### config.mk
export PLATFORM = sky130hd
export DESIGN_NAME = rectangle_point_region_query
export DESIGN_NICKNAME = d
export VERILOG_FILES = /design/src/rtl/core/rpq_pkg.sv /design/src/rtl/core/rpq_cfg.sv /design/src/rtl/core/rpq_eval.sv /design/src/rtl/core/rectangle_point_region_query.sv
export VERILOG_INCLUDE_DIRS = /design/src /design/src/rtl/core
export SDC_FILE = /design/constraint.sdc
export NUM_CORES = 2
export LEC_CHECK = 0
export BUFFER_PORTS_ARGS = -buffer_cell sky130_fd_sc_hd__buf_4
export CORE_MARGIN = 1.5
export CORE_UTILIZATION = 40
export DETAILED_ROUTE_END_ITERATION = 8
export MAX_ROUTING_LAYER = met4
export PLACE_DENSITY = 0.6
export RECOVER_POWER = 25
export REMOVE_ABC_BUFFERS = 1
export SLEW_MARGIN = 20
export SYNTH_ARGS = -nofsm -noshare
export SYNTH_HDL_FRONTEND = slang
export SYNTH_SLANG_ARGS = --single-unit
### constraint.sdc
create_clock -name clock -period 29.8 [get_ports clock]
set_clock_uncertainty 0.15 [all_clocks]
set_input_delay 1.49 -clock clock [delete_from_list [all_inputs] [get_ports clock]]
set_output_delay 1.49 -clock clock [all_outputs]
set_load 0.1 [all_outputs]
### src/rtl/core/assert_macros.svh
// Assertion helpers used by the top-level RTL. Every check is sampled on the rising
// clock edge and switched off while reset is high.
`ifndef ASSERT_MACROS_SVH
`define ASSERT_MACROS_SVH

// Same-cycle implication.
`define RPQ_ASSERT_IMP(lbl, clk, rst, ante, cons) \
   lbl: assert property (@(posedge clk) disable iff (rst) (ante) |-> (cons)) \
      else $error("same-cycle check failed");

// Next-cycle implication.
`define RPQ_ASSERT_NXT(lbl, clk, rst, ante, cons) \
   lbl: assert property (@(posedge clk) disable iff (rst) (ante) |=> (cons)) \
      else $error("next-cycle check failed");

`endif

### src/rtl/core/rpq_pkg.sv
`default_nettype none

package rpq_pkg;

   // working width for sums of a 32 bit coordinate and a 33 bit extent
   typedef logic signed [35:0] wide_type;

   typedef logic [2:0] region_type;

   localparam region_type RGN_BELOW_RIGHT = 3'd0;
   localparam region_type RGN_BELOW       = 3'd1;
   localparam region_type RGN_BELOW_LEFT  = 3'd2;
   localparam region_type RGN_LEFT        = 3'd3;
   localparam region_type RGN_ABOVE_LEFT  = 3'd4;
   localparam region_type RGN_ABOVE       = 3'd5;
   localparam region_type RGN_ABOVE_RIGHT = 3'd6;
   localparam region_type RGN_RIGHT       = 3'd7;

   typedef logic [2:0] csr_index_type;

   localparam csr_index_type CSR_CENTER_X   = 3'd0;
   localparam csr_index_type CSR_CENTER_Y   = 3'd1;
   localparam csr_index_type CSR_BOX_WIDTH  = 3'd2;
   localparam csr_index_type CSR_BOX_HEIGHT = 3'd3;
   localparam csr_index_type CSR_OUT_SCALE  = 3'd4;

   localparam logic [9:0] OUT_SCALE_RESET = 10'd282;

   localparam wide_type SAT_MAX = wide_type'(32'sh7FFF_FFFF);
   localparam wide_type SAT_MIN = wide_type'(32'sh8000_0000);

   // Geometry derived from the registers, recomputed every cycle.
   typedef struct packed {
      logic signed [31:0] cx;
      logic signed [31:0] cy;
      logic [29:0]        w2;
      logic [29:0]        h2;
      logic [31:0]        sw;
      logic [31:0]        sh;
      logic signed [31:0] xl;
      logic signed [31:0] xr;
      logic signed [31:0] yl;
      logic signed [31:0] yh;
      logic signed [31:0] pxl;
      logic signed [31:0] pxr;
      logic signed [31:0] pyl;
      logic signed [31:0] pyh;
   } geom_type;

   typedef struct packed {
      region_type         region;
      logic               in_box;
      logic signed [31:0] lx;
      logic signed [31:0] ly;
      logic signed [31:0] rx;
      logic signed [31:0] ry;
      logic signed [31:0] pux;
      logic signed [31:0] puy;
      logic signed [31:0] fx;
      logic signed [31:0] fy;
   } result_type;

   function automatic logic signed [31:0] sat32(input wide_type v);
      logic signed [31:0] r;
      if (v > SAT_MAX) begin
         r = 32'sh7FFF_FFFF;
      end else if (v < SAT_MIN) begin
         r = 32'sh8000_0000;
      end else begin
         r = v[31:0];
      end
      return r;
   endfunction

endpackage

`default_nettype wire

### src/rtl/core/rpq_cfg.sv
`default_nettype none

module rpq_cfg (
   input  wire logic                   clock,
   input  wire logic                   reset,
   input  wire logic                   csr_valid,
   output logic                        csr_ready,
   input  wire rpq_pkg::csr_index_type csr_index,
   input  wire logic [31:0]            csr_data,
   output rpq_pkg::geom_type           geom
);
   import rpq_pkg::*;

   logic signed [31:0] center_x_ff, center_x_in;
   logic signed [31:0] center_y_ff, center_y_in;
   logic [30:0]        box_width_ff, box_width_in;
   logic [30:0]        box_height_ff, box_height_in;
   logic [9:0]         out_scale_ff, out_scale_in;
   geom_type           geom_ff, geom_in;

   logic               wr_en;
   logic [29:0]        w2;
   logic [29:0]        h2;
   logic [39:0]        sw_rnd;
   logic [39:0]        sh_rnd;
   wide_type           cxw;
   wide_type           cyw;
   wide_type           w2w;
   wide_type           h2w;
   wide_type           sww;
   wide_type           shw;

   assign csr_ready = 1'b1;
   assign wr_en     = csr_valid && csr_ready;

   always_comb begin
      center_x_in   = center_x_ff;
      center_y_in   = center_y_ff;
      box_width_in  = box_width_ff;
      box_height_in = box_height_ff;
      out_scale_in  = out_scale_ff;
      if (wr_en) begin
         case (csr_index)
            CSR_CENTER_X:   center_x_in   = csr_data;
            CSR_CENTER_Y:   center_y_in   = csr_data;
            CSR_BOX_WIDTH:  box_width_in  = csr_data[30:0];
            CSR_BOX_HEIGHT: box_height_in = csr_data[30:0];
            CSR_OUT_SCALE:  out_scale_in  = csr_data[9:0];
            default: ;
         endcase
      end
   end

   always_ff @(posedge clock) begin
      if (reset) begin
         center_x_ff   <= '0;
         center_y_ff   <= '0;
         box_width_ff  <= '0;
         box_height_ff <= '0;
         out_scale_ff  <= OUT_SCALE_RESET;
      end else begin
         center_x_ff   <= center_x_in;
         center_y_ff   <= center_y_in;
         box_width_ff  <= box_width_in;
         box_height_ff <= box_height_in;
         out_scale_ff  <= out_scale_in;
      end
   end

   // half extents floor, scaled extents round to nearest
   assign w2     = box_width_ff[30:1];
   assign h2     = box_height_ff[30:1];
   assign sw_rnd = ({10'd0, w2} * {30'd0, out_scale_ff}) + 40'd128;
   assign sh_rnd = ({10'd0, h2} * {30'd0, out_scale_ff}) + 40'd128;

   assign cxw = wide_type'(center_x_ff);
   assign cyw = wide_type'(center_y_ff);
   assign w2w = $signed({6'd0, w2});
   assign h2w = $signed({6'd0, h2});
   assign sww = $signed({4'd0, sw_rnd[39:8]});
   assign shw = $signed({4'd0, sh_rnd[39:8]});

   always_comb begin
      geom_in.cx  = center_x_ff;
      geom_in.cy  = center_y_ff;
      geom_in.w2  = w2;
      geom_in.h2  = h2;
      geom_in.sw  = sw_rnd[39:8];
      geom_in.sh  = sh_rnd[39:8];
      geom_in.xl  = sat32(cxw - w2w);
      geom_in.xr  = sat32(cxw + w2w);
      geom_in.yl  = sat32(cyw - h2w);
      geom_in.yh  = sat32(cyw + h2w);
      geom_in.pxl = sat32(cxw - sww);
      geom_in.pxr = sat32(cxw + sww);
      geom_in.pyl = sat32(cyw - shw);
      geom_in.pyh = sat32(cyw + shw);
   end

   // reset value matches the register reset: every derived term is zero
   always_ff @(posedge clock) begin
      if (reset) begin
         geom_ff <= '0;
      end else begin
         geom_ff <= geom_in;
      end
   end

   assign geom = geom_ff;

endmodule

`default_nettype wire

### src/rtl/core/rpq_eval.sv
`default_nettype none

module rpq_eval (
   input  wire rpq_pkg::geom_type   geom,
   input  wire logic signed [31:0]  point_x,
   input  wire logic signed [31:0]  point_y,
   output rpq_pkg::result_type      res
);
   import rpq_pkg::*;

   wide_type   dx, dy;
   wide_type   w2w, h2w;
   wide_type   dxm, dxp, dym, dyp;
   wide_type   adx, ady;
   wide_type   swd, shd;
   wide_type   wd, hd;
   wide_type   fx, fy;
   logic       push_side_x;
   logic       face_x;
   logic       in_box;
   region_type region;

   assign dx  = wide_type'(point_x) - wide_type'(geom.cx);
   assign dy  = wide_type'(point_y) - wide_type'(geom.cy);
   assign w2w = $signed({6'd0, geom.w2});
   assign h2w = $signed({6'd0, geom.h2});
   assign dxm = dx - w2w;
   assign dxp = dx + w2w;
   assign dym = dy - h2w;
   assign dyp = dy + h2w;
   assign adx = dx[35] ? -dx : dx;
   assign ady = dy[35] ? -dy : dy;

   assign swd         = $signed({4'd0, geom.sw}) - adx;
   assign shd         = $signed({4'd0, geom.sh}) - ady;
   assign push_side_x = swd < shd;
   assign wd          = w2w - adx;
   assign hd          = h2w - ady;
   assign face_x      = wd < hd;

   assign in_box = (dxp > 0) && (dxm < 0) && (dyp > 0) && (dym < 0);

   always_comb begin
      if (dyp <= 0) begin
         if (dxm >= 0) begin
            region = RGN_BELOW_RIGHT;
         end else if (dxp > 0) begin
            region = RGN_BELOW;
         end else begin
            region = RGN_BELOW_LEFT;
         end
      end else if (dym < 0) begin
         region = dx[35] ? RGN_LEFT : RGN_RIGHT;
      end else begin
         if (dxp <= 0) begin
            region = RGN_ABOVE_LEFT;
         end else if (dxm < 0) begin
            region = RGN_ABOVE;
         end else begin
            region = RGN_ABOVE_RIGHT;
         end
      end
   end

   always_comb begin
      res.region = region;
      res.in_box = in_box;
      case (region)
         RGN_BELOW_RIGHT: begin
            res.lx = geom.xr; res.ly = geom.yh; res.rx = geom.xl; res.ry = geom.yl;
         end
         RGN_BELOW: begin
            res.lx = geom.xr; res.ly = geom.yl; res.rx = geom.xl; res.ry = geom.yl;
         end
         RGN_BELOW_LEFT: begin
            res.lx = geom.xr; res.ly = geom.yl; res.rx = geom.xl; res.ry = geom.yh;
         end
         RGN_LEFT: begin
            res.lx = geom.xl; res.ly = geom.yl; res.rx = geom.xl; res.ry = geom.yh;
         end
         RGN_ABOVE_LEFT: begin
            res.lx = geom.xl; res.ly = geom.yl; res.rx = geom.xr; res.ry = geom.yh;
         end
         RGN_ABOVE: begin
            res.lx = geom.xl; res.ly = geom.yh; res.rx = geom.xr; res.ry = geom.yh;
         end
         RGN_ABOVE_RIGHT: begin
            res.lx = geom.xl; res.ly = geom.yh; res.rx = geom.xr; res.ry = geom.yl;
         end
         default: begin
            res.lx = geom.xr; res.ly = geom.yh; res.rx = geom.xr; res.ry = geom.yl;
         end
      endcase

      // push out along the side with less scaled clearance
      if (push_side_x) begin
         res.pux = dx[35] ? geom.pxl : geom.pxr;
         res.puy = point_y;
      end else begin
         res.pux = point_x;
         res.puy = dy[35] ? geom.pyl : geom.pyh;
      end

      if (in_box) begin
         if (face_x) begin
            fx = dx[35] ? dxp : dxm;
            fy = '0;
         end else begin
            fx = '0;
            fy = dy[35] ? dyp : dym;
         end
      end else begin
         case (region)
            RGN_BELOW_RIGHT: begin fx = dxm; fy = dyp; end
            RGN_BELOW:       begin fx = '0;  fy = dyp; end
            RGN_BELOW_LEFT:  begin fx = dxp; fy = dyp; end
            RGN_LEFT:        begin fx = dxp; fy = '0;  end
            RGN_ABOVE_LEFT:  begin fx = dxp; fy = dym; end
            RGN_ABOVE:       begin fx = '0;  fy = dym; end
            RGN_ABOVE_RIGHT: begin fx = dxm; fy = dym; end
            default:         begin fx = dxm; fy = '0;  end
         endcase
      end
      res.fx = sat32(fx);
      res.fy = sat32(fy);
   end

endmodule

`default_nettype wire

### src/rtl/core/rectangle_point_region_query.sv
// Rectangle point region query. Each request beat carries one query point
// (signed Q16.16); the response beat gives the region around the box (0..7),
// the strict-inside flag, the two silhouette corners seen from the point,
// the push-out point on the nearer scaled side and the vector from the
// nearest surface point, every coordinate saturated to signed 32 bits.
// Throughput is one point per clock while rsp_stall is low. An accepted
// point lands in an input register, and one pass of compare/add logic
// fills the response register from it when the pipe advances. The
// response register and the input register together hold two points, so a
// new request is taken while a finished response waits under rsp_stall.
// Geometry derived from the csr registers (half extents, scaled extents,
// corners) is held in a register of its own behind them: leave at least one
// clock between the last csr write and the next request beat. csr_ready is
// always high; csr_index 5 to 7 are ignored.
`default_nettype none

module rectangle_point_region_query (
   input  wire logic                   clock,
   input  wire logic                   reset,
   // request channel
   input  wire logic                   req_valid,
   output logic                        req_stall,
   input  wire logic signed [31:0]     req_point_x,
   input  wire logic signed [31:0]     req_point_y,
   // response channel
   output logic                        rsp_valid,
   input  wire logic                   rsp_stall,
   output logic [2:0]                  rsp_region,
   output logic                        rsp_inside_res,
   output logic signed [31:0]          rsp_left_corner_x,
   output logic signed [31:0]          rsp_left_corner_y,
   output logic signed [31:0]          rsp_right_corner_x,
   output logic signed [31:0]          rsp_right_corner_y,
   output logic signed [31:0]          rsp_push_x,
   output logic signed [31:0]          rsp_push_y,
   output logic signed [31:0]          rsp_diff_x,
   output logic signed [31:0]          rsp_diff_y,
   // csr write channel
   input  wire logic                   csr_valid,
   output logic                        csr_ready,
   input  wire rpq_pkg::csr_index_type csr_index,
   input  wire logic [31:0]            csr_data
);
   import rpq_pkg::*;

`include "assert_macros.svh"

   geom_type           geom;
   result_type         eval_res;

   logic               s1_valid_ff, s1_valid_in;
   logic signed [31:0] s1_px_ff;
   logic signed [31:0] s1_py_ff;
   logic               rsp_valid_ff, rsp_valid_in;
   result_type         res_ff;

   logic               adv;
   logic               req_take;

   rpq_cfg u_cfg (
      .clock     (clock),
      .reset     (reset),
      .csr_valid (csr_valid),
      .csr_ready (csr_ready),
      .csr_index (csr_index),
      .csr_data  (csr_data),
      .geom      (geom)
   );

   rpq_eval u_eval (
      .geom    (geom),
      .point_x (s1_px_ff),
      .point_y (s1_py_ff),
      .res     (eval_res)
   );

   // Advance the pipe whenever the response register is empty or draining.
   assign adv       = !rsp_valid_ff || !rsp_stall;
   // Stall the request side only when both registers hold a point.
   assign req_stall = s1_valid_ff && !adv;
   assign req_take  = req_valid && !req_stall;

   assign s1_valid_in  = req_take || (s1_valid_ff && !adv);
   assign rsp_valid_in = adv ? s1_valid_ff : rsp_valid_ff;

   always_ff @(posedge clock) begin
      if (reset) begin
         s1_valid_ff  <= 1'b0;
         rsp_valid_ff <= 1'b0;
      end else begin
         s1_valid_ff  <= s1_valid_in;
         rsp_valid_ff <= rsp_valid_in;
      end
   end

   // Capture the point on accept; hold it while the pipe is blocked.
   always_ff @(posedge clock) begin
      if (req_take) begin
         s1_px_ff <= req_point_x;
         s1_py_ff <= req_point_y;
      end
   end

   // Load the response when the input stage moves forward.
   always_ff @(posedge clock) begin
      if (adv && s1_valid_ff) begin
         res_ff <= eval_res;
      end
   end

   assign rsp_valid          = rsp_valid_ff;
   assign rsp_region         = res_ff.region;
   assign rsp_inside_res     = res_ff.in_box;
   assign rsp_left_corner_x  = res_ff.lx;
   assign rsp_left_corner_y  = res_ff.ly;
   assign rsp_right_corner_x = res_ff.rx;
   assign rsp_right_corner_y = res_ff.ry;
   assign rsp_push_x         = res_ff.pux;
   assign rsp_push_y         = res_ff.puy;
   assign rsp_diff_x         = res_ff.fx;
   assign rsp_diff_y         = res_ff.fy;

   // An inside point sits in the middle band, so it is left or right.
   `RPQ_ASSERT_IMP(a_inside_band, clock, reset, rsp_valid_ff && res_ff.in_box, res_ff.region == RGN_LEFT || res_ff.region == RGN_RIGHT)
   // An inside point is measured from one face only.
   `RPQ_ASSERT_IMP(a_inside_one_face, clock, reset, rsp_valid_ff && res_ff.in_box, res_ff.fx == '0 || res_ff.fy == '0)
   // Straight above or below the box there is no x offset.
   `RPQ_ASSERT_IMP(a_face_vector, clock, reset, rsp_valid_ff && !res_ff.in_box && (res_ff.region == RGN_BELOW || res_ff.region == RGN_ABOVE), res_ff.fx == '0)
   // A blocked input stage keeps its point.
   `RPQ_ASSERT_NXT(a_s1_hold, clock, reset, s1_valid_ff && !adv, s1_valid_ff && $stable(s1_px_ff) && $stable(s1_py_ff))

endmodule

`default_nettype wire

==> out/metrics.cfg <==
[floorplan]
die-height_um = 453
placeableCoreArea_um2 = 202000
rows = 165
initial_core_util_pct = 40.2
io_pins = 367
die-area_um2 = 205000
die_w_um = 453

[global_route]
grt_pass1_wl_um = 426000
overflow = 0
grt_max_degree = 86
grt_usage_pct = 28.3
antenna_found_initial = 23
grt_pass1_vias = 66400

[clock_network]
cts_tree = done
cts.repair.resized = 0
htreeDepth = 3
clkLatencyLatePin_ns = 0.79
clk_pin_slew_ns = 0.06
hold_buffers = 0
clk_path_buf_depth = 3
cts-root-buf = clkbuf_16
post_cts_buffers = 0
cts_made_buffers = 104
cts_sinks = 904

[yosys]
yosysSeqAreaShare_pct = 26.3
async_flop_share_pct = 0
ys.warnings.count = 0
synth_edf_count = 324
ys_ff_latch = 904
syn-cell-area_um2 = 81000
synth_flop_cell = dfxtp_1
synth.avg_cell_area_um2 = 8.61
synth_cell_types = 122
syn_inst = 9412

[worst_setup_path]
crit_path_top_delay_cell = a211oi_4
cp_num_buf_inv = 2
worstSetupPathType = register to register
critPathTopFamily = compound AO/OA/AOI/OAI gates
crit_fanout = 60
cp-start-kind = register
required_ns = 30.22
cp.arrival_ns = 12.77
end_kind = register
max_stage_delay_ns = 0.84

[finish]
fin_cells = 12300
final_core_util_pct = 44.3
drive_above_1_share_pct = 9.57
fin_nets = 10900
largest_register_ffs = 444
fillers = 19700
final_common_cell = nand2_1
final_cell_mix = nand2_1 (1017), inv_1 (982), ha_1 (808)
syn_to_final_growth_pct = 10.4

[run]
maxCapViolCount = 9

[detailed_routing]
drt_iter0_drc = 5666
vias = 68700
antenna_left = 0
routed_via_density = 5.60
drcViolationCount = 0
dr.pass1.iters = 6
wl_per_cell_um = 23.6
routed_wl_um = 290000

[power]
p_leak_nw = 38.1
p_sw_mw = 1.83
switching_share_pct = 39.8
p_per_area_nw_per_um2 = 51.5
clockPowerShare_pct = 28.8
irDropWorstVdd_mv = 0.0527
total_power_mw = 4.60
seqPwrFrac_pct = 33.0
p_int_mw = 2.77
pwr-share-comb_pct = 38.2

[place]
dp_hpwl_um = 230000
gp_congestion = 1.01
numPlacedInstances = 12100
pre_cts_slack_ns = 17.54
io_buffers = 365

[min_path]
min_path_type = register to register

[sta]
min_period_ns = 12.35
slew_headroom_pct = -214
tns_ns = 0
fin_ws_ns = 17.45
worst_slew_pin_slew_ns = 4.71
setup_viol = 0
slew_violations = 483
fmax_mhz = 81.0
timing.final.crit_share_pct = 41.4
finalHoldViolations = 0
rsz0062_at_grt = false

[run_status]
outcome = finished with violations
violations = capacitance limit, slew limit

## cell usage after synthesis (56+ instances only)
master	instances	area share, %
a21o_1	169	1.6
a21oi_1	664	4.1
and2_1	333	2.6
and3_1	56	0.43
clkbuf_1	399	1.8
dfxtp_1	580	14
edfxtp_1	324	12
fa_1	464	11
ha_1	808	12
inv_1	982	4.5
mux2_2	190	2.6
nand2_1	1018	4.7
nand2b_1	94	0.73
nand3_1	128	0.79
nor2_1	661	3.1
nor2b_1	179	1.4
nor3_1	161	0.99
o21a_1	67	0.62
o21ai_0	455	2.8
o21bai_1	90	0.83
or3_1	72	0.56
xnor2_1	389	4.2
xor2_1	170	1.8
## final timing paths
check	from	to	slack [ns]	depth (start not counted)
worst max-delay path	s1_py_ff[0]	rsp_diff_x[11]	17.45	44
worst min-delay path	s1_valid_ff	rsp_valid	0.35	2
worst max register to register	s1_py_ff[0]	rsp_diff_x[11]	17.45	44
worst min register to register	s1_valid_ff	rsp_valid	0.35	2
## routing by layer
metal,vias to the layer above,global-route usage (%),share of wire [%]
met3,477,2.97,6.0
met5,-,-,0
li1,32100,-,-
met1,33700,37.7,44
met2,2374,43.6,45
met4,0,12.2,4.7
## area by class of cell
class | count | area, um^2 | share of cell area [%]
Antenna cell | 6 | 15.0 | 0.0168
Sequential cell | 904 | 21300 | 23.9
Inverter | 985 | 3700 | 4.13
Clock buffer | 135 | 2910 | 3.26
Clock inverter | 61 | 579 | 0.648
Multi-Input combinational cell | 7068 | 54400 | 60.8
Tap cell | 2672 | 3340 | 3.74
Timing Repair Buffer | 442 | 3160 | 3.54
## metrics by stage
stage                     hold WS (ns)  area (um^2)
after floorplan                  0.294        79200
after global placement           0.317        86100
after detailed placement         0.349        86100
after CTS                        0.357        89600
after global routing             0.386        89400
final                            0.347        89400
## worst register-to-register path, delay by kind of cell (launching register included)
kind | cells | cell delay [ns]
XOR/XNOR | 2 | 0.45
AO/OA/AOI/OAI | 25 | 7.45
buffers and inverters | 2 | 0.73
flip-flops | 1 | 0.32
adder cells (fa/ha/maj) | 5 | 1.45
AND/OR/NAND/NOR | 10 | 1.62
## cells by family (layout without fill, tap and decap cells)
family	after synthesis	count (layout)	share of synthesized area, %
and+or+nand+nor	2932	2932	17.3
muxes	211	211	2.90
buffers and inverters	1440	1623	6.77
other	1	7	0.00463
adders and majority gates	1281	1281	24.1
AOI/OAI and AO/OA	2084	2084	16.6
DFF	904	904	26.3
xor gates and xnor gates	559	559	6.04
## power by group through the flow
stage | clock network [mW] | logic (mW) | registers (mW)
after floorplan | 0 | 0.973 | 1.80
after global placement | 0 | 1.72 | 1.54
after detailed placement | 0 | 1.74 | 1.54
after CTS | 1.35 | 1.75 | 1.52
after global routing | 1.40 | 1.88 | 1.53
final | 1.33 | 1.76 | 1.52
No activity file was read; power rests on OpenSTA's default activity.
